[src/hdl/gea2_stream_cipher_macros.svh]
// assertion macros for the gea2 stream cipher
// no dependencies
`ifndef GEA2_STREAM_CIPHER_MACROS_SVH
`define GEA2_STREAM_CIPHER_MACROS_SVH
`ifndef NO_ASSERTIONS
`define GEA2_ASSERT_IMPL(label, ante, cons) \
    label: assert property (@(posedge clk) disable iff (!rst_n) (ante) |-> (cons)) \
        else $error("gea2 check failed");
`define GEA2_ASSERT_NEXT(label, ante, cons) \
    label: assert property (@(posedge clk) disable iff (!rst_n) (ante) |=> (cons)) \
        else $error("gea2 check failed");
`else
`define GEA2_ASSERT_IMPL(label, ante, cons)
`define GEA2_ASSERT_NEXT(label, ante, cons)
`endif
`endif

[src/hdl/gea2_pkg.sv]
// package for the gea2 stream cipher: types, constants, feedback functions
// no dependencies
`default_nettype none
package gea2_pkg;
    localparam logic [28:0] TAPS_D = 29'h1A59ABF9;
    localparam logic [30:0] TAPS_A = 31'h5DD89B8D;
    localparam logic [31:0] TAPS_B = 32'hF1C0F045;
    localparam logic [32:0] TAPS_C = 33'h150E6FA24;
    localparam int W_BITS = 97;
    localparam int IV_CLOCKS = 32;
    localparam int KEY_CLOCKS = 64;
    localparam int ZERO_CLOCKS = 194;
    localparam int CNT_W = 9;
    localparam logic [1:0] REG_KEY = 2'd0;
    localparam logic [1:0] REG_IV = 2'd1;
    localparam logic [1:0] REG_DIR = 2'd2;

    typedef enum logic [1:0]
    {
        OP_HOLD = 2'd0,
        OP_CLEAR = 2'd1,
        OP_W = 2'd2,
        OP_LFSR = 2'd3
    } op_t;

    typedef struct packed
    {
        op_t             op;
        logic [CNT_W-1:0] idx;
        logic            fix;
        logic            gen;
    } dp_cmd_t;

    function automatic logic nl_fun(input logic a, input logic b, input logic c,
                                    input logic d, input logic e, input logic g,
                                    input logic h);
        nl_fun = (a&c&g&h) ^ (a&d&g&h) ^ (a&b&g&h) ^ (b&c&g&h) ^ (a&c&d&h) ^
                 (b&d&e&h) ^ (b&d&g&h) ^ (a&c&e) ^ (a&c&d) ^ (a&b&d) ^ (a&c&h) ^
                 (a&b&e) ^ (a&b&h) ^ (b&c&h) ^ (c&g&h) ^ (a&d&g) ^ (b&e&h) ^
                 (b&c&g) ^ (a&d) ^ (a&g) ^ (b&d) ^ (b&g) ^ (b&h) ^ (a&c) ^ b ^
                 (c&d) ^ (c&g) ^ (c&h) ^ (e&g) ^ (g&h) ^ c ^ d ^ g;
    endfunction
endpackage
`default_nettype wire

[src/hdl/gea2_ctrl.sv]
// controller for the gea2 stream cipher: sequences initialization and byte output
// depends on gea2_pkg
`default_nettype none
module gea2_ctrl
    import gea2_pkg::*;
(
    input  wire logic    clk,
    input  wire logic    rst_n,
    input  wire logic    in_fire,
    input  wire logic    first,
    input  wire logic    out_busy,
    output dp_cmd_t      cmd,
    output logic         ready
);
    typedef enum logic [3:0]
    {
        S_IDLE  = 4'b0001,
        S_W     = 4'b0010,
        S_LFSR  = 4'b0100,
        S_GEN   = 4'b1000
    } state_t;

    localparam int W_TOTAL = IV_CLOCKS + 1 + KEY_CLOCKS + ZERO_CLOCKS;

    state_t           state_reg, state_next;
    logic [CNT_W-1:0] cnt_reg, cnt_next;

    assign ready = (state_reg == S_IDLE) && !out_busy;

    always_comb
    begin
        state_next = state_reg;
        cnt_next = cnt_reg;
        cmd = '{op: OP_HOLD, idx: cnt_reg, fix: 1'b0, gen: 1'b0};
        unique case (state_reg)
            S_IDLE:
            begin
                if (in_fire)
                begin
                    cnt_next = '0;
                    if (first)
                    begin
                        cmd.op = OP_CLEAR;
                        state_next = S_W;
                    end
                    else
                    begin
                        state_next = S_GEN;
                    end
                end
            end
            S_W:
            begin
                cmd.op = OP_W;
                cnt_next = cnt_reg + 1'b1;
                if (cnt_reg == CNT_W'(W_TOTAL - 1))
                begin
                    cnt_next = '0;
                    state_next = S_LFSR;
                end
            end
            S_LFSR:
            begin
                cmd.op = OP_LFSR;
                cnt_next = cnt_reg + 1'b1;
                if (cnt_reg == CNT_W'(W_BITS - 1))
                begin
                    cmd.fix = 1'b1;
                    state_next = S_GEN;
                end
            end
            S_GEN:
            begin
                cmd.gen = 1'b1;
                state_next = S_IDLE;
            end
            default:
            begin
                state_next = S_IDLE;
            end
        endcase
    end

    always_ff @(posedge clk or negedge rst_n)
    begin
        if (!rst_n)
        begin
            state_reg <= S_IDLE;
            cnt_reg <= '0;
        end
        else
        begin
            state_reg <= state_next;
            cnt_reg <= cnt_next;
        end
    end
endmodule
`default_nettype wire

[src/hdl/gea2_dp.sv]
// datapath for the gea2 stream cipher: w register, four lfsrs, keystream byte
// depends on gea2_pkg
`default_nettype none
module gea2_dp
    import gea2_pkg::*;
(
    input  wire logic        clk,
    input  wire logic        rst_n,
    input  dp_cmd_t          cmd,
    input  wire logic [63:0] key,
    input  wire logic [31:0] iv,
    input  wire logic        dir,
    output logic [7:0]       ks_byte
);
    logic [96:0] w_reg, w_next;
    logic [28:0] d_reg, d_next;
    logic [30:0] a_reg, a_next;
    logic [31:0] b_reg, b_next;
    logic [32:0] c_reg, c_next;

    logic       w_in, fb;
    logic [6:0] pa, pb, pc, pd;
    logic [7:0] ks;

    function automatic logic [6:0] wpos(input logic [CNT_W-1:0] i, input int off);
        logic [CNT_W-1:0] s;
        s = i + CNT_W'(off);
        if (s >= CNT_W'(W_BITS))
            s = s - CNT_W'(W_BITS);
        wpos = s[6:0];
    endfunction

    always_comb
    begin
        logic [28:0] d;
        logic [30:0] a;
        logic [31:0] b;
        logic [32:0] c;
        if (cmd.idx < CNT_W'(IV_CLOCKS))
            w_in = iv[cmd.idx[4:0]];
        else if (cmd.idx == CNT_W'(IV_CLOCKS))
            w_in = dir;
        else if (cmd.idx < CNT_W'(IV_CLOCKS + 1 + KEY_CLOCKS))
            w_in = key[6'(cmd.idx - CNT_W'(IV_CLOCKS + 1))];
        else
            w_in = 1'b0;
        fb = nl_fun(w_reg[4], w_reg[18], w_reg[33], w_reg[57], w_reg[63],
                    w_reg[83], w_reg[96]);
        pd = wpos(cmd.idx, 0);
        pa = wpos(cmd.idx, 16);
        pb = wpos(cmd.idx, 33);
        pc = wpos(cmd.idx, 51);

        w_next = w_reg;
        d_next = d_reg;
        a_next = a_reg;
        b_next = b_reg;
        c_next = c_reg;
        ks = '0;
        unique case (cmd.op)
            OP_CLEAR:
            begin
                w_next = '0;
                d_next = '0;
                a_next = '0;
                b_next = '0;
                c_next = '0;
            end
            OP_W:
                w_next = {w_in ^ fb ^ w_reg[0], w_reg[96:1]};
            OP_LFSR:
            begin
                d_next = (d_reg >> 1) ^ ((d_reg[0] ^ w_reg[pd]) ? TAPS_D : '0);
                a_next = (a_reg >> 1) ^ ((a_reg[0] ^ w_reg[pa]) ? TAPS_A : '0);
                b_next = (b_reg >> 1) ^ ((b_reg[0] ^ w_reg[pb]) ? TAPS_B : '0);
                c_next = (c_reg >> 1) ^ ((c_reg[0] ^ w_reg[pc]) ? TAPS_C : '0);
                if (cmd.fix)
                begin
                    if (d_next == '0) d_next = 29'd1;
                    if (a_next == '0) a_next = 31'd1;
                    if (b_next == '0) b_next = 32'd1;
                    if (c_next == '0) c_next = 33'd1;
                end
            end
            default:
            begin
            end
        endcase

        // eight keystream steps, one byte per gen command
        d = d_reg;
        a = a_reg;
        b = b_reg;
        c = c_reg;
        for (int j = 0; j < 8; j++)
        begin
            ks[j] = nl_fun(d[12], d[23], d[3], d[0], d[10], d[27], d[17]) ^
                    nl_fun(a[22], a[0], a[13], a[21], a[25], a[2], a[7]) ^
                    nl_fun(b[12], b[27], b[0], b[1], b[29], b[21], b[5]) ^
                    nl_fun(c[10], c[30], c[32], c[3], c[19], c[0], c[4]);
            d = (d >> 1) ^ (d[0] ? TAPS_D : '0);
            a = (a >> 1) ^ (a[0] ? TAPS_A : '0);
            b = (b >> 1) ^ (b[0] ? TAPS_B : '0);
            c = (c >> 1) ^ (c[0] ? TAPS_C : '0);
        end
        if (cmd.gen)
        begin
            d_next = d;
            a_next = a;
            b_next = b;
            c_next = c;
        end
    end

    assign ks_byte = ks;

    always_ff @(posedge clk or negedge rst_n)
    begin
        if (!rst_n)
        begin
            w_reg <= '0;
            d_reg <= '0;
            a_reg <= '0;
            b_reg <= '0;
            c_reg <= '0;
        end
        else
        begin
            w_reg <= w_next;
            d_reg <= d_next;
            a_reg <= a_next;
            b_reg <= b_next;
            c_reg <= c_next;
        end
    end
endmodule
`default_nettype wire

[src/hdl/gea2_stream_cipher.sv]
// top level of the gea2 stream cipher: config registers, controller, datapath, output stage
// depends on gea2_pkg, gea2_ctrl, gea2_dp and gea2_stream_cipher_macros.svh
`default_nettype none
`include "gea2_stream_cipher_macros.svh"
// GEA-2 keystream cipher on a byte stream. Each input transaction carries one byte;
// the output transaction returns the byte XOR 8 keystream bits and the keystream byte,
// first generated bit in bit 0. A byte without first_of_message goes through the
// S_GEN state into the output register, and the next byte can be accepted only once
// the controller is back in S_IDLE, so a new byte is never taken before the last one
// is done. A byte with first_of_message first clocks the 97-bit W register 291 times
// (IV, direction, key, zeros), then loads the four LFSRs from W, one W bit per LFSR
// per cycle, and then goes through S_GEN into the output register. Key, IV and
// direction are written through cfg_write/cfg_index/cfg_data and take effect at the
// next first_of_message byte. One byte is in flight at a time; a new byte is accepted
// only when the block is idle and the output register is empty or being read in the
// same cycle, so a result that waits on out_ready also holds off the input.
module gea2_stream_cipher
    import gea2_pkg::*;
(
    input  wire logic        clk,
    input  wire logic        rst_n,
    input  wire logic        cfg_write,
    input  wire logic [1:0]  cfg_index,
    input  wire logic [63:0] cfg_data,
    input  wire logic        in_valid,
    output logic             in_ready,
    input  wire logic [7:0]  data_in,
    input  wire logic        first_of_message,
    output logic             out_valid,
    input  wire logic        out_ready,
    output logic [7:0]       data_out,
    output logic [7:0]       keystream_out
);
    logic [63:0] key_reg;
    logic [31:0] iv_reg;
    logic        dir_reg;
    logic [7:0]  byte_reg;
    logic        out_valid_reg;
    logic [7:0]  data_out_reg, ks_out_reg;
    logic        in_fire, busy_hold, ready;
    logic [7:0]  ks_byte;
    dp_cmd_t     cmd;

    assign in_fire = in_valid && in_ready;
    // generation may only finish into a free or draining output register
    assign busy_hold = 1'b0;

    gea2_ctrl u_ctrl
    (
        .clk      (clk),
        .rst_n    (rst_n),
        .in_fire  (in_fire),
        .first    (first_of_message),
        .out_busy (busy_hold),
        .cmd      (cmd),
        .ready    (ready)
    );

    gea2_dp u_dp
    (
        .clk     (clk),
        .rst_n   (rst_n),
        .cmd     (cmd),
        .key     (key_reg),
        .iv      (iv_reg),
        .dir     (dir_reg),
        .ks_byte (ks_byte)
    );

    // accept only when idle and the output stage will be free by the gen cycle
    assign in_ready = ready && (!out_valid_reg || out_ready);

    always_ff @(posedge clk or negedge rst_n)
    begin
        if (!rst_n)
        begin
            key_reg <= '0;
            iv_reg <= '0;
            dir_reg <= 1'b0;
            out_valid_reg <= 1'b0;
        end
        else
        begin
            if (cfg_write)
            begin
                unique case (cfg_index)
                    REG_KEY: key_reg <= cfg_data;
                    REG_IV:  iv_reg <= cfg_data[31:0];
                    REG_DIR: dir_reg <= cfg_data[0];
                    default:
                    begin
                    end
                endcase
            end
            if (cmd.gen)
                out_valid_reg <= 1'b1;
            else if (out_ready)
                out_valid_reg <= 1'b0;
        end
    end

    always_ff @(posedge clk)
    begin
        if (in_fire)
            byte_reg <= data_in;
        if (cmd.gen)
        begin
            data_out_reg <= byte_reg ^ ks_byte;
            ks_out_reg <= ks_byte;
        end
    end

    assign out_valid = out_valid_reg;
    assign data_out = data_out_reg;
    assign keystream_out = ks_out_reg;

    // a result is produced only into an empty or draining output register
    `GEA2_ASSERT_IMPL(a_no_overwrite, cmd.gen, !out_valid_reg || out_ready)
    // gen leaves a valid result next cycle
    `GEA2_ASSERT_NEXT(a_gen_valid, cmd.gen, out_valid_reg)
    // no input taken while a byte is in flight
    `GEA2_ASSERT_IMPL(a_one_in_flight, cmd.op != OP_HOLD && cmd.op != OP_CLEAR, !in_ready)
endmodule
`default_nettype wire

[config.mk]
export PLATFORM = sky130hd
export DESIGN_NAME = gea2_stream_cipher
export DESIGN_NICKNAME = d
export VERILOG_FILES = /design/src/hdl/gea2_pkg.sv /design/src/hdl/gea2_ctrl.sv /design/src/hdl/gea2_dp.sv /design/src/hdl/gea2_stream_cipher.sv
export VERILOG_INCLUDE_DIRS = /design/src /design/src/hdl
export SDC_FILE = /design/constraint.sdc
export NUM_CORES = 2
export LEC_CHECK = 0
export BUFFER_PORTS_ARGS = -buffer_cell sky130_fd_sc_hd__buf_2
export CORE_MARGIN = 2
export CORE_UTILIZATION = 35
export CTS_CLUSTER_DIAMETER = 40
export DETAILED_ROUTE_END_ITERATION = 8
export PLACE_DENSITY = 0.54
export SYNTH_ARGS = -nofsm -noshare
export SYNTH_HDL_FRONTEND = slang
export SYNTH_SLANG_ARGS = --single-unit
[constraint.sdc]
create_clock -name clk -period 7.5 [get_ports clk]
set_clock_uncertainty 0.1 [all_clocks]
set_input_delay 0.75 -clock clk [delete_from_list [all_inputs] [get_ports clk]]
set_output_delay 0.75 -clock clk [all_outputs]
set_load 0.01 [all_outputs]
==> metrics list <==
- First-pass iteration count of the detailed router: 7
- Worst skew pair latency: between 0.6 and 0.7 ns
- Timing-limited maximum frequency: 148 MHz
* Post-detailed-route wirelength per cell: roughly 24 µm
- Yosys attributes the largest share of cell area to sky130_fd_sc_hd__dfrtp_1, sky130_fd_sc_hd__xnor2_1, sky130_fd_sc_hd__nand2_1, sky130_fd_sc_hd__mux4_2, sky130_fd_sc_hd__o21ai_0.
* Die Outline Area: 115,000 µm²
- After synthesis, the largest area contributor takes up roughly a fifth of total cell area.
- DR vias/cell: 5.93
* Final count of pins violating max slew: 0
* Aggregate global routing overflow: 0
* Critical register-to-register path startpoint: u_ctrl.cnt_reg[0]
- Dividing the final minimum period by the clock period gives between 90% and 100%.
* Drt first-iter violations: 3,779
- Leading post-synthesis cells by instance count: sky130_fd_sc_hd__xnor2_1, sky130_fd_sc_hd__nand2_1, sky130_fd_sc_hd__o21ai_0
- In this design, the critical path's most frequently occurring cell is sky130_fd_sc_hd__nor2_1.
* GP Congestion: 0.958
- IO Pins: between 90 and 100
- Counting distinct cell types in the post-synthesis netlist gives 111.
- Worst R2R Setup Slack: roughly 0.74 ns
* Final worst hold slack: -0.0196 ns
- Data required time at the worst endpoint: 7.91 ns
- In the post-synthesis netlist, the cell with the most instances is sky130_fd_sc_hd__xnor2_1.
- Area added between synthesis and finish: 11.5%
* Wire length of the first global-routing pass: roughly 230 mm
- Most used flip-flop cell after synthesis: sky130_fd_sc_hd__dfrtp_1
- Number of core rows: 123
- After clock tree synthesis, the clock-pin slew on the worst setup and hold paths is 0.05 ns.
- Violations in the final reports: hold timing
* Detailed Place HPWL: approximately 110 mm
* Maximum count of clock buffers along a single path: 3
- Kind of end point of the critical path: flop
* Post-cts repair resize count: 0
* Max reg flops: 97
- Library cell with the largest summed area after synthesis: sky130_fd_sc_hd__dfrtp_1
* Share of synthesized area occupied by flip-flops and latches: 23.0%
- In this run the worst hold path is classified as input pin to async pin.
- Root buffer cell: sky130_fd_sc_hd__clkbuf_16
- The number of nets in the synthesized netlist is 4,963.
- In this run the post-CTS setup repair buffer count came out at 0.
- The critical path goes through inv_1, ha_4, nand2b_1, nor2_1, a311oi_2, a21o_2, nand4_1, xnor2_1, o311ai_1, or4_1, o2111ai_1, o22ai_2, buf_4, xor2_4, ha_1, nor4b_1, nand3_1, a211oi_1, mux2i_1, nor2_1, a21oi_1.
* Vias in the first global route: 34,800
* Critical-path maximum fanout: 36
- Max-cap violations in this run came to 0.
- The largest individual stage delay along the critical path comes from the cell sky130_fd_sc_hd__dfrtp_4.
* Slew at the pin closest to its max-slew limit: 1.26 ns
- Buffers inserted during clock tree synthesis total 81.
- The clock tree synthesis step divided the H-tree into 3 levels.
* Net count reported at finish: 4,845
- Entering global routing, the biggest net connects 128 pins.
- In this run, synthesis inferred 24 flip-flops with an integrated enable.
* Number of setup violations in the final report: 0
* Number of antenna violations at the first check in global routing: 2
* Chip Height: 339 µm
- The layout has 11,500 filler cells.
- After synthesis the cells add up to 39,400 µm².
- The worst register-to-register path has a depth of 21.
- Data on the critical path arrives at its endpoint at 7.17 ns.
- Largest incremental delay on the critical path: 0.70 ns
- Summed over all failing endpoints, the final setup total negative slack is 0 ns.
* DRC violations left: 0
- Synth warn: 0
* Number of antenna-violating nets in the routed design: 0
- R2R Path End: u_dp.b_reg[30]
- The number of hold buffers added after CTS was 0.
* Hold Violations, Final: 8
- # clock sinks: approximately 360
- TritonCTS clock tree: built
- The worst setup path is launched from a flop.
* Worst setup path class: flop to flop
- Setup repair after global routing missed its margin: false
- In the final layout, the share of cells above drive strength 1 is 13.9%.
* Number of standard cells after synthesis: between 4,000 and 5,000
* Placeable Area: 112,000 µm²
- Inserted Diodes: 0
* Initial core utilization: 35.1%
* Relative slew slack: 15.5%
* Total routed wirelength: 149 mm
- The routed layout has 37,000 vias.
- After synthesis the netlist holds a flip-flop and latch count of 357.
- IO Port Bufs: 97
- The routed design could run at a clock period as short as 6.76 ns.
- Status: finished, violations left
- Global routing used 25.2% of the available tracks.
* Average instance area after synthesis: ~8 µm²
- The die is approximately 340 µm wide.
- Share of synthesized registers carrying an async set or reset: 93.3%
[layer usage]
layer / routed length [µm] / track usage, %
met1: 61700 / 33.2
met5: 24 / 0
met3: 10700 / 3.65
met4: 8920 / 13.4
met2: 67600 / 40.0
[logic make-up after synthesis]
| kind of cell | share of synthesized area (%) |
|---|---|
| DFF | 23.0 |
| buffers and inverters | 5.56 |
| AOI/OAI and AO/OA | 20.8 |
| adders and majority gates | 2.80 |
| and+or+nand+nor | 15.3 |
| muxes | 12.5 |
| xor gates and xnor gates | 20.1 |
[cell type report]
| class | count | area (µm²) | share of cell area (%) |
|---|---|---|---|
| inverters | 115 | 434 | 0.990 |
| flip-flops and latches | 357 | 9060 | 20.7 |
| well taps | 1500 | 1880 | 4.28 |
| repair buffers | 221 | 1440 | 3.28 |
| multi-input cells | 3905 | 28200 | 64.3 |
| clock buffers | 97 | 2180 | 4.96 |
| clock inverters | 52 | 652 | 1.49 |
[cell usage in the layout (no fill, tap or decap), types with 39 or more instances in the layout]
cell type	synthesis	final
sky130_fd_sc_hd__a211oi_1	66	66
sky130_fd_sc_hd__a21oi_1	289	289
sky130_fd_sc_hd__a22oi_1	68	68
sky130_fd_sc_hd__a31oi_1	50	50
sky130_fd_sc_hd__buf_2	43	96
sky130_fd_sc_hd__buf_4	9	123
sky130_fd_sc_hd__clkbuf_16	0	81
sky130_fd_sc_hd__dfrtp_1	332	329
sky130_fd_sc_hd__ha_1	84	81
sky130_fd_sc_hd__inv_1	96	95
sky130_fd_sc_hd__mux2_2	136	136
sky130_fd_sc_hd__mux2i_1	138	138
sky130_fd_sc_hd__mux4_2	87	87
sky130_fd_sc_hd__nand2_1	557	557
sky130_fd_sc_hd__nand3_1	130	130
sky130_fd_sc_hd__nor2_1	285	285
sky130_fd_sc_hd__nor3_1	102	101
sky130_fd_sc_hd__nor4_1	39	39
sky130_fd_sc_hd__o211ai_1	43	43
sky130_fd_sc_hd__o21ai_0	379	379
sky130_fd_sc_hd__o22ai_1	56	56
sky130_fd_sc_hd__xnor2_1	628	624
sky130_fd_sc_hd__xor2_1	209	207
[through the flow]
step / worst slack (ns) / cells / util (%) / hold WS [ns] / instance area [µm²]
floorplan: 1.06 / 4799 / - / 0.354 / 39400
global placement: 0.932 / 6098 / 36.6 / 0.384 / 41000
detailed placement: 0.849 / 6098 / 36.6 / 0.390 / 41000
CTS: 0.817 / 6247 / 39.1 / 0.0490 / 43900
global route: 0.275 / 6247 / 39.1 / 0.0776 / 43900
finish: 0.744 / 6247 / 39.1 / -0.0196 / 43900
[worst max path at each step]
stage                            startpoint             end  slack [ns]  cells after the start
after floorplan           u_ctrl.cnt_reg[0]   u_dp.b_reg[0]        1.06                     28
after global placement    u_ctrl.cnt_reg[0]  u_dp.b_reg[30]        0.93                     21
after detailed placement  u_ctrl.cnt_reg[0]   u_dp.b_reg[0]        0.85                     21
after CTS                 u_ctrl.cnt_reg[0]  u_dp.b_reg[30]        0.82                     21
after global routing      u_ctrl.cnt_reg[5]  u_dp.b_reg[30]        0.27                     21
final                     u_ctrl.cnt_reg[0]  u_dp.b_reg[30]        0.74                     21
[critical path, delay by kind of cell (launching register included)]
| kind | cells | cell delay (ns) |
|---|---|---|
| and+or+nand+nor | 7 | 1.73 |
| adders and majority gates | 2 | 0.79 |
| buffers and inverters | 2 | 0.40 |
| DFF | 1 | 0.70 |
| xor gates and xnor gates | 2 | 0.93 |
| muxes | 1 | 0.15 |
| AOI/OAI and AO/OA | 7 | 1.78 |
Power is not shown: default switching activity piles up to over one toggle a cycle in this logic, so the estimate is an artifact.
